## config.mk

```make
export PLATFORM = sky130hd
export DESIGN_NAME = voice_capture_conditioner_top
export DESIGN_NICKNAME = d
export VERILOG_FILES = /design/src/sv/vcc_pkg.sv /design/src/sv/voice_capture_conditioner_top.sv
export SDC_FILE = /design/constraint.sdc
export NUM_CORES = 2
export LEC_CHECK = 0
export BUFFER_PORTS_ARGS = -buffer_cell sky130_fd_sc_hd__buf_2
export CAP_MARGIN = 15
export CELL_PAD_IN_SITES_DETAIL_PLACEMENT = 0
export CELL_PAD_IN_SITES_GLOBAL_PLACEMENT = 1
export CORE_MARGIN = 2
export CORE_UTILIZATION = 51
export DETAILED_ROUTE_END_ITERATION = 10
export PLACE_DENSITY_LB_ADDON = 0.1
export RECOVER_POWER = 100
export SYNTH_ARGS = -nofsm -noshare
export SYNTH_HDL_FRONTEND = slang
export SYNTH_SLANG_ARGS = --single-unit
export TNS_END_PERCENT = 30
```

## constraint.sdc

```tcl
create_clock -name clk -period 13 [get_ports clk]
set_input_delay 1.3 -clock clk [delete_from_list [all_inputs] [get_ports clk]]
set_output_delay 1.3 -clock clk [all_outputs]
set_load 0.01 [all_outputs]
```

## src/sv/vcc_pkg.sv

```systemverilog
// ----------------------------------------------------------------------------
// vcc_pkg
// Shared types and constants of the voice capture conditioner: item structs,
// register indexes, filter and knee constants and the sequencer states.
// ----------------------------------------------------------------------------
package vcc_pkg;

	// default decimation factor (legal range 2 to 8)
	localparam int DECIMATION_DEF = 3;

	// dc blocker coefficient, about 0.995 in Q16
	localparam int HP_COEF_Q16 = 65208;

	// soft knee start and hard limit, output units
	localparam int KNEE  = 22000;
	localparam int LIMIT = 31000;

	// configuration port
	localparam int CFG_W     = 20;
	localparam int CFG_IDX_W = 2;

	typedef enum logic [CFG_IDX_W-1:0] {
		REG_GAIN_Q8        = 2'd0,
		REG_WARMUP_FRAMES  = 2'd1,
		REG_TARGET_SAMPLES = 2'd2
	} vcc_reg_t;

	// register reset values
	localparam logic [15:0] GAIN_RST   = 16'd2048;
	localparam logic [19:0] WARMUP_RST = 20'd12000;
	localparam logic [19:0] TARGET_RST = 20'd80000;

	// one stereo input frame
	typedef struct packed {
		logic signed [15:0] left_sample;
		logic signed [15:0] right_sample;
	} vcc_in_t;

	// one conditioned output sample
	typedef struct packed {
		logic signed [15:0] out_sample;
		logic [15:0]        in_peak_mag;
		logic [15:0]        out_peak_mag;
		logic               last_sample;
	} vcc_out_t;

	// sequencer states
	typedef enum logic [3:0] {
		ST_IDLE,
		ST_MULF,
		ST_FILT,
		ST_ACC,
		ST_MULG,
		ST_ABS,
		ST_SPLIT,
		ST_DIV,
		ST_OUT
	} vcc_state_t;

endpackage

```

## src/sv/voice_capture_conditioner_top.sv

```systemverilog
// ----------------------------------------------------------------------------
// voice_capture_conditioner_top
// Stereo frames in, mono conditioned samples out: louder-channel pick, dc
// blocking high-pass, decimating average, Q8 gain and soft knee limiting.
// ----------------------------------------------------------------------------
//  channel   signals                          dir   payload
//  frame     frame_valid / frame_ready        in    vcc_in_t  (left, right)
//  result    result_valid / result_ready      out   vcc_out_t (sample, peaks, last)
//  config    cfg_we / cfg_index / cfg_data    in    gain, warmup, target registers
//
//  Warmup frames are multiplied and filtered; others are also accumulated, and
//  the last of each group is gained, knee split, divided and output. One shared
//  multiplier does filter feedback, gain and the reciprocal divide by the
//  decimation factor. frame_ready is high only in the idle state. A finished
//  sample sits in the result register; the sequencer waits there only if the
//  previous sample was not yet taken. Reset clears filter, counters, peaks and
//  registers to their defaults. Frames after the target count are dropped.
// ----------------------------------------------------------------------------
module voice_capture_conditioner_top
	import vcc_pkg::*;
#(
	parameter int DECIMATION = DECIMATION_DEF
) (
	input  logic                 clk,
	input  logic                 arst_n,
	input  logic                 frame_valid,
	output logic                 frame_ready,
	input  vcc_in_t              frame,
	output logic                 result_valid,
	input  logic                 result_ready,
	output vcc_out_t             result,
	input  logic                 cfg_we,
	input  logic [CFG_IDX_W-1:0] cfg_index,
	input  logic [CFG_W-1:0]     cfg_data
);

	// derived widths and constants
	localparam int PH_W    = (DECIMATION > 1) ? $clog2(DECIMATION) : 1;
	localparam int NUM_W   = $clog2(KNEE * DECIMATION + 1);
	localparam int PROD_W  = 46;
	localparam int ABS_W   = 44;
	localparam int MULB_W  = 18;
	localparam int CLAMP_N = (LIMIT - KNEE + 1) * DECIMATION;
	localparam longint unsigned KNEE_LIM =
		longint'(KNEE) * longint'(DECIMATION) * 64'd65536;
	localparam logic [ABS_W-1:0] KNEE_LIM_W = ABS_W'(KNEE_LIM);
	localparam int EXC_W   = ABS_W - 18;
	// reciprocal of the decimation factor, exact for every numerator below 2^NUM_W
	localparam int RECIP_SH = NUM_W + PH_W;
	localparam longint RECIP_M =
		((longint'(1) << RECIP_SH) + longint'(DECIMATION) - 1) / longint'(DECIMATION);

	// control registers
	vcc_state_t              state_q, state_d;
	logic [15:0]             gain_q;
	logic [19:0]             warmup_q;
	logic [19:0]             target_q;
	logic signed [15:0]      prev_input_q;
	logic signed [25:0]      prev_filt_q;
	logic signed [27:0]      acc_q;
	logic [PH_W-1:0]         phase_q;
	logic [19:0]             frame_cnt_q;
	logic [19:0]             emitted_q;
	logic [15:0]             in_peak_q;
	logic [15:0]             out_peak_q;
	logic                    out_valid_q;

	// payload registers
	logic signed [15:0]      left_q;
	logic signed [15:0]      right_q;
	logic signed [PROD_W-1:0] product_q;
	logic [ABS_W-1:0]        abs_q;
	logic                    sign_q;
	logic                    upper_q;
	logic [NUM_W-1:0]        div_q;
	vcc_out_t                result_q;

	// combinational signals
	logic                    frame_acc;
	logic                    out_load;
	logic                    done_all;
	logic [15:0]             left_abs;
	logic [15:0]             right_abs;
	logic signed [15:0]      x_sel;
	logic signed [27:0]      mul_a;
	logic [MULB_W-1:0]       mul_b;
	logic signed [PROD_W-1:0] mul_p;
	logic signed [PROD_W-1:0] rnd_sum;
	logic signed [16:0]      diff;
	logic signed [30:0]      filt_sum;
	logic signed [25:0]      filt_y;
	logic                    warm;
	logic signed [28:0]      acc_sum;
	logic signed [27:0]      acc_sat;
	logic [15:0]             peak_lr;
	logic [ABS_W-1:0]        prod_abs;
	logic                    over_knee;
	logic [ABS_W-1:0]        excess;
	logic [EXC_W-1:0]        exc_sh;
	logic [NUM_W-1:0]        num;
	logic [15:0]             quo16;
	logic [15:0]             knee_sum;
	logic [15:0]             mag;
	logic [15:0]             new_out_peak;
	logic [19:0]             emitted_inc;

	assign frame_acc    = frame_valid && frame_ready;
	assign out_load     = !out_valid_q || result_ready;
	assign done_all     = emitted_q >= target_q;
	assign result_valid = out_valid_q;
	assign result       = result_q;

	// channel magnitudes and louder-channel pick, ties to left
	assign left_abs  = left_q[15] ? 16'(-left_q) : 16'(left_q);
	assign right_abs = right_q[15] ? 16'(-right_q) : 16'(right_q);
	assign x_sel     = (left_abs >= right_abs) ? left_q : right_q;
	assign peak_lr   = (left_abs > right_abs) ? left_abs : right_abs;

	// shared multiplier: filter feedback, gain or reciprocal of the factor
	always_comb begin
		if (state_q == ST_MULG) begin
			mul_a = acc_q;
			mul_b = MULB_W'(gain_q);
		end else if (state_q == ST_DIV) begin
			mul_a = 28'(RECIP_M);
			mul_b = MULB_W'(div_q);
		end else begin
			mul_a = 28'(prev_filt_q);
			mul_b = MULB_W'(HP_COEF_Q16);
		end
	end
	assign mul_p = PROD_W'(mul_a * $signed({1'b0, mul_b}));

	// high-pass output with rounding and 26-bit saturation
	assign rnd_sum  = product_q + PROD_W'(32768);
	assign diff     = 17'(x_sel) - 17'(prev_input_q);
	assign filt_sum = 31'($signed({diff, 8'b0})) + 31'($signed(rnd_sum[PROD_W-1:16]));
	always_comb begin
		if (filt_sum > 31'sd33554431)
			filt_y = 26'sh1FFFFFF;
		else if (filt_sum < -31'sd33554432)
			filt_y = -26'sd33554432;
		else
			filt_y = 26'(filt_sum);
	end
	assign warm = frame_cnt_q < warmup_q;

	// decimation accumulator with 28-bit saturation
	assign acc_sum = 29'(acc_q) + 29'(prev_filt_q);
	always_comb begin
		if (acc_sum[28] != acc_sum[27])
			acc_sat = acc_sum[28] ? -28'sd134217728 : 28'sh7FFFFFF;
		else
			acc_sat = acc_sum[27:0];
	end

	// magnitude of the gained sum and knee split
	assign prod_abs  = product_q[PROD_W-1] ? ABS_W'(-product_q) : ABS_W'(product_q);
	assign over_knee = abs_q > KNEE_LIM_W;
	assign excess    = abs_q - KNEE_LIM_W;
	assign exc_sh    = excess[ABS_W-1:18];
	always_comb begin
		if (over_knee)
			num = (exc_sh > EXC_W'(CLAMP_N)) ? NUM_W'(CLAMP_N) : NUM_W'(exc_sh);
		else
			num = NUM_W'(abs_q[ABS_W-1:16]);
	end

	// final magnitude, knee limit and peak
	assign quo16        = product_q[RECIP_SH+15:RECIP_SH];
	assign knee_sum     = 16'(KNEE) + quo16;
	assign mag          = upper_q ? ((knee_sum > 16'(LIMIT)) ? 16'(LIMIT) : knee_sum)
	                              : quo16;
	assign new_out_peak = (mag > out_peak_q) ? mag : out_peak_q;
	assign emitted_inc  = emitted_q + 20'd1;

	// next state and handshake
	always_comb begin
		state_d     = state_q;
		frame_ready = 1'b0;
		case (state_q)
			ST_IDLE: begin
				frame_ready = 1'b1;
				if (frame_valid && !done_all)
					state_d = ST_MULF;
			end
			ST_MULF:  state_d = ST_FILT;
			ST_FILT:  state_d = warm ? ST_IDLE : ST_ACC;
			ST_ACC:   state_d = (phase_q == PH_W'(DECIMATION - 1)) ? ST_MULG : ST_IDLE;
			ST_MULG:  state_d = ST_ABS;
			ST_ABS:   state_d = ST_SPLIT;
			ST_SPLIT: state_d = ST_DIV;
			ST_DIV:   state_d = ST_OUT;
			ST_OUT: begin
				if (out_load)
					state_d = ST_IDLE;
			end
			default:  state_d = ST_IDLE;
		endcase
	end

	// state register
	always_ff @(posedge clk or negedge arst_n) begin
		if (!arst_n)
			state_q <= ST_IDLE;
		else
			state_q <= state_d;
	end

	// control state, filter memory, counters, peaks and config
	always_ff @(posedge clk or negedge arst_n) begin
		if (!arst_n) begin
			gain_q       <= GAIN_RST;
			warmup_q     <= WARMUP_RST;
			target_q     <= TARGET_RST;
			prev_input_q <= '0;
			prev_filt_q  <= '0;
			acc_q        <= '0;
			phase_q      <= '0;
			frame_cnt_q  <= '0;
			emitted_q    <= '0;
			in_peak_q    <= '0;
			out_peak_q   <= '0;
			out_valid_q  <= 1'b0;
		end else begin
			// register writes
			if (cfg_we) begin
				case (cfg_index)
					REG_GAIN_Q8:        gain_q   <= cfg_data[15:0];
					REG_WARMUP_FRAMES:  warmup_q <= cfg_data;
					REG_TARGET_SAMPLES: target_q <= cfg_data;
					default: ;
				endcase
			end

			// result register handshake
			if (state_q == ST_OUT && out_load)
				out_valid_q <= 1'b1;
			else if (out_valid_q && result_ready)
				out_valid_q <= 1'b0;

			case (state_q)
				ST_FILT: begin
					prev_input_q <= x_sel;
					prev_filt_q  <= filt_y;
					if (warm) begin
						frame_cnt_q <= frame_cnt_q + 20'd1;
						acc_q       <= '0;
						phase_q     <= '0;
					end
				end
				ST_ACC: begin
					acc_q   <= acc_sat;
					phase_q <= phase_q + PH_W'(1);
					if (peak_lr > in_peak_q)
						in_peak_q <= peak_lr;
				end
				ST_OUT: begin
					if (out_load) begin
						acc_q       <= '0;
						phase_q     <= '0;
						emitted_q   <= emitted_inc;
						out_peak_q  <= new_out_peak;
					end
				end
				default: ;
			endcase
		end
	end

	// datapath payload registers
	always_ff @(posedge clk) begin
		if (frame_acc) begin
			left_q  <= frame.left_sample;
			right_q <= frame.right_sample;
		end
		case (state_q)
			ST_MULF, ST_MULG, ST_DIV: product_q <= mul_p;
			ST_ABS: begin
				abs_q  <= prod_abs;
				sign_q <= product_q[PROD_W-1];
			end
			ST_SPLIT: begin
				div_q   <= num;
				upper_q <= over_knee;
			end
			ST_OUT: begin
				if (out_load) begin
					result_q.out_sample   <= sign_q ? -$signed(mag) : $signed(mag);
					result_q.in_peak_mag  <= in_peak_q;
					result_q.out_peak_mag <= new_out_peak;
					result_q.last_sample  <= emitted_inc == target_q;
				end
			end
			default: ;
		endcase
	end

endmodule

```

==> metrics.md <==
| Metric | Value |
|---|---|
| H-tree lvl count | `2` |
| Kind of end point of the critical path | `flip-flop` |
| Number of buffer and inverter stages on the critical path | `1` |
| Vertical die dimension | `slightly below 300 microns` |
| Status | `finished with violations` |
| Final Wtd Congestion | `0.921` |
| Area growth, synth to finish | `7.41%` |
| Area of combinational cells with multiple inputs | `roughly 0.027 sq mm` |
| Global routing usage summed across all routing layers | `0.284` |
| First-pass DRT Iterations | `5` |
| Synthesized netlist cell count | `4,296` |
| Category of the worst setup path launch point | `flip-flop` |
| Initial drt markers | `2,106` |
| Fillers | `about 7.5k` |
| Shortest period the worst path allows | `around 11,000 ps` |
| Most used standard cell by instance count after synthesis | `sky130_fd_sc_hd__inv_1` |
| Hpwl dp | `91,300 microns` |
| Ys async rst share | `0.519` |
| CTS hold repair buffers | `0` |
| Final-report max-slew violation count | `~490` |
| Diode count | `0` |
| Count of clock tree sinks | `395` |
| Cell accounting for the most synthesized area | `sky130_fd_sc_hd__fa_1` |
| Worst Hold Launch | `in_peak_q[1]$_DFFE_PN0P_` |
| Data arrival at the endpoint of the critical path | `around 11,000 ps` |
| Final count of hold timing violations | `0` |
| Residual DRC count | `0` |
| Fmax | `~90 MHz` |
| Starting density of the core | `0.514` |
| Worst path required time | `13,430 ps` |
| CP max stage cell | `sky130_fd_sc_hd__a21oi_1` |
| Clock transition at the registers of the reported paths | `60 ps` |
| Clock Latency Late Sink | `between 600 and 700 ps` |
| TritonCTS clock tree | `done` |
| YS warnings | `0` |
| Maximum clock path buffer count | `3` |
| Largest net degree at the start of global routing | `83` |
| Share of layout cells above drive strength 1 | `0.0704` |
| Actual slew at the worst max-slew pin | `5340 ps` |
| Core footprint | `0.0803 sq mm` |
| Skew final | `roughly 39 ps` |
| Die Outline Area | `0.0832 sq mm` |
| Vias post-DR | `30.7k` |
| Ranking of synthesized cells by area | `sky130_fd_sc_hd__fa_1 (22%), sky130_fd_sc_hd__edfxtp_1 (14%), sky130_fd_sc_hd__dfrtp_1 (12%)` |
| Total wire length | `around 120,000 microns` |
| Number of register bits inferred by synthesis | `between 300 and 400` |
| Setup repair after global routing missed its margin | `no` |
| Resized Gates After CTS | `0` |
| First-pass GRT wire length | `180,000 microns` |
| Classification of the worst-slack hold path | `reg -> reg` |
| Clk root buf | `sky130_fd_sc_hd__clkbuf_16` |
| Fraction of the yosys area taken by sequential cells | `0.263` |
| Syn Std Cell Area | `0.0413 sq mm` |
| # port buffers | `109` |
| Remaining max-slew budget at the tightest pin | `-2.56` |
| Share of Yosys cell area claimed by the top area cell type | `0.225` |
| Net count of the finished layout | `5,159` |
| Post-CTS setup buffer count | `0` |
| Final Cycle Share | `0.850` |
| Delay of the slowest cell on the worst path | `1040 ps` |
| Launch point of the worst reg-to-reg path | `right_q[3]$_DFFE_PP_` |
| Post-synth EDFFs | `190` |
| Setup total negative slack | `0 ps` |
| I/O pin count | `110` |
| Via count of the first global-routing pass | `31.4k` |
| Average cell area after synthesis | `9.60 sq um` |
| Number of endpoints failing setup at the final stage | `0` |
| Core Rows | `between 100 and 150` |
| Primary FF master, synth | `sky130_fd_sc_hd__dfrtp_1` |
| Via count normalized by instance count | `5.64` |
| Count of distinct cell types in the synthesized netlist | `between 90 and 100` |
| Max Cap Violations | `11` |
| Initial antenna violation count | `1` |
| Chip width | `288 microns` |
| CP Max Fanout | `16` |
| Type of the setup path with the least slack | `reg -> reg` |
| Routed WL per cell | `21.2 microns` |
| Total CTS buffers | `45` |
| Violated checks | `max-capacitance violations, max-slew violations` |
| Remaining Overflow, GRT | `0` |
| Antenna-violating nets left | `0` |
| Dominant delay contributor by cell family on the critical path | `compound AO/OA/AOI/OAI gates` |
| Hold Slack | `466 ps` |
| Sequential Area | `about 0.011 sq mm` |
| Top cells by count, synth | `sky130_fd_sc_hd__inv_1 (690), sky130_fd_sc_hd__fa_1 (463), sky130_fd_sc_hd__nand2_1 (429), sky130_fd_sc_hd__nor2_1 (316), sky130_fd_sc_hd__ha_1 (286)` |
| Beginning of the critical path | `right_q[3]$_DFFE_PP_` |
-- cell type report --
class                   count  area share
repair buffers            157      0.0173
flip-flops and latches    395       0.245
clock buffers              57      0.0274
multi-input cells        3059       0.614
inverters                 693      0.0587
well taps                1060      0.0299
clock inverters            27     0.00745
-- flip-flops by register name, indices dropped and copies added, names as in the netlist --
name and flops:
emitted_q 20, in_peak_q 16, abs_q 44, result_valid 1, div_q 17, result 49, warmup_q 20, left_q 16
product_q 46, phase_q 2, sign_q 1, state_q 4, prev_filt_q 26, acc_q 28, right_q 16, gain_q 16
out_peak_q 16, frame_cnt_q 20, upper_q 1, target_q 20, prev_input_q 16
-- worst reg2reg max path: cells and delay by family (launching register included) --
family                   cells  cell delay [ps]
AO/OA/AOI/OAI               13             4500
AND/OR/NAND/NOR             16             4450
adder cells (fa/ha/maj)      3              950
flip-flops                   1              460
multiplexers                 1              430
buffers and inverters        1               80
-- metrics by stage --
step | setup WS [ps] | utilization | area (sq um) | std cells
floorplan | 3820 | - | 41300 | 4313
global placement | 2750 | 0.535 | 43000 | 5363
detailed placement | 2620 | 0.536 | 43000 | 5364
CTS | 2590 | 0.555 | 44500 | 5448
global route | 1050 | 0.552 | 44300 | 5448
finish | 1950 | 0.552 | 44300 | 5448
-- path summary, 6_finish.rpt --
check                      slack (ps)  depth (start not counted)                     endpoint
min                               470                          0         result[18]$_DFFE_PP_
max in group asynchronous        5160                          2  frame_cnt_q[18]$_DFFE_PN0P_
min in group asynchronous        2630                          1    out_peak_q[5]$_DFFE_PN0P_
min reg2reg                       470                          0         result[18]$_DFFE_PP_
max reg2reg                      1950                         34  prev_filt_q[24]$_DFFE_PN0P_
max                              1950                         34  prev_filt_q[24]$_DFFE_PN0P_
-- placed cells by master, fill, tap and decap left out, drive strengths merged, types with 132 or more instances in the layout --
cell    synthesis  routed
clkbuf        141     133
dfrtp         192     192
edfxtp        190     190
fa            463     463
ha            286     286
inv           690     692
mux2          132     132
nand2         429     429
nor2          316     316
o21ai         165     165
xnor2         205     205
-- metal layers --
layer,vias up,track usage,share of wire
met5,-,0,0.00017
met4,2,0.101,0.038
met3,176,0.0535,0.064
met2,770,0.472,0.48
met1,15400,0.372,0.42
li1,14400,-,-
-- cell families (layout without fill, tap and decap cells) --
logic type,count (synthesis),after routing,share of synthesized area
AO/OA/AOI/OAI,740,740,0.121
XOR/XNOR,286,286,0.0609
adder cells (fa/ha/maj),749,749,0.311
buffers and inverters,859,934,0.0791
flip-flops,395,395,0.263
multiplexers,154,154,0.0414
other,2,19,0.000182
AND/OR/NAND/NOR,1111,1111,0.123
Power is not shown: default switching activity piles up to over one toggle a cycle in this logic, so the estimate is an artifact.
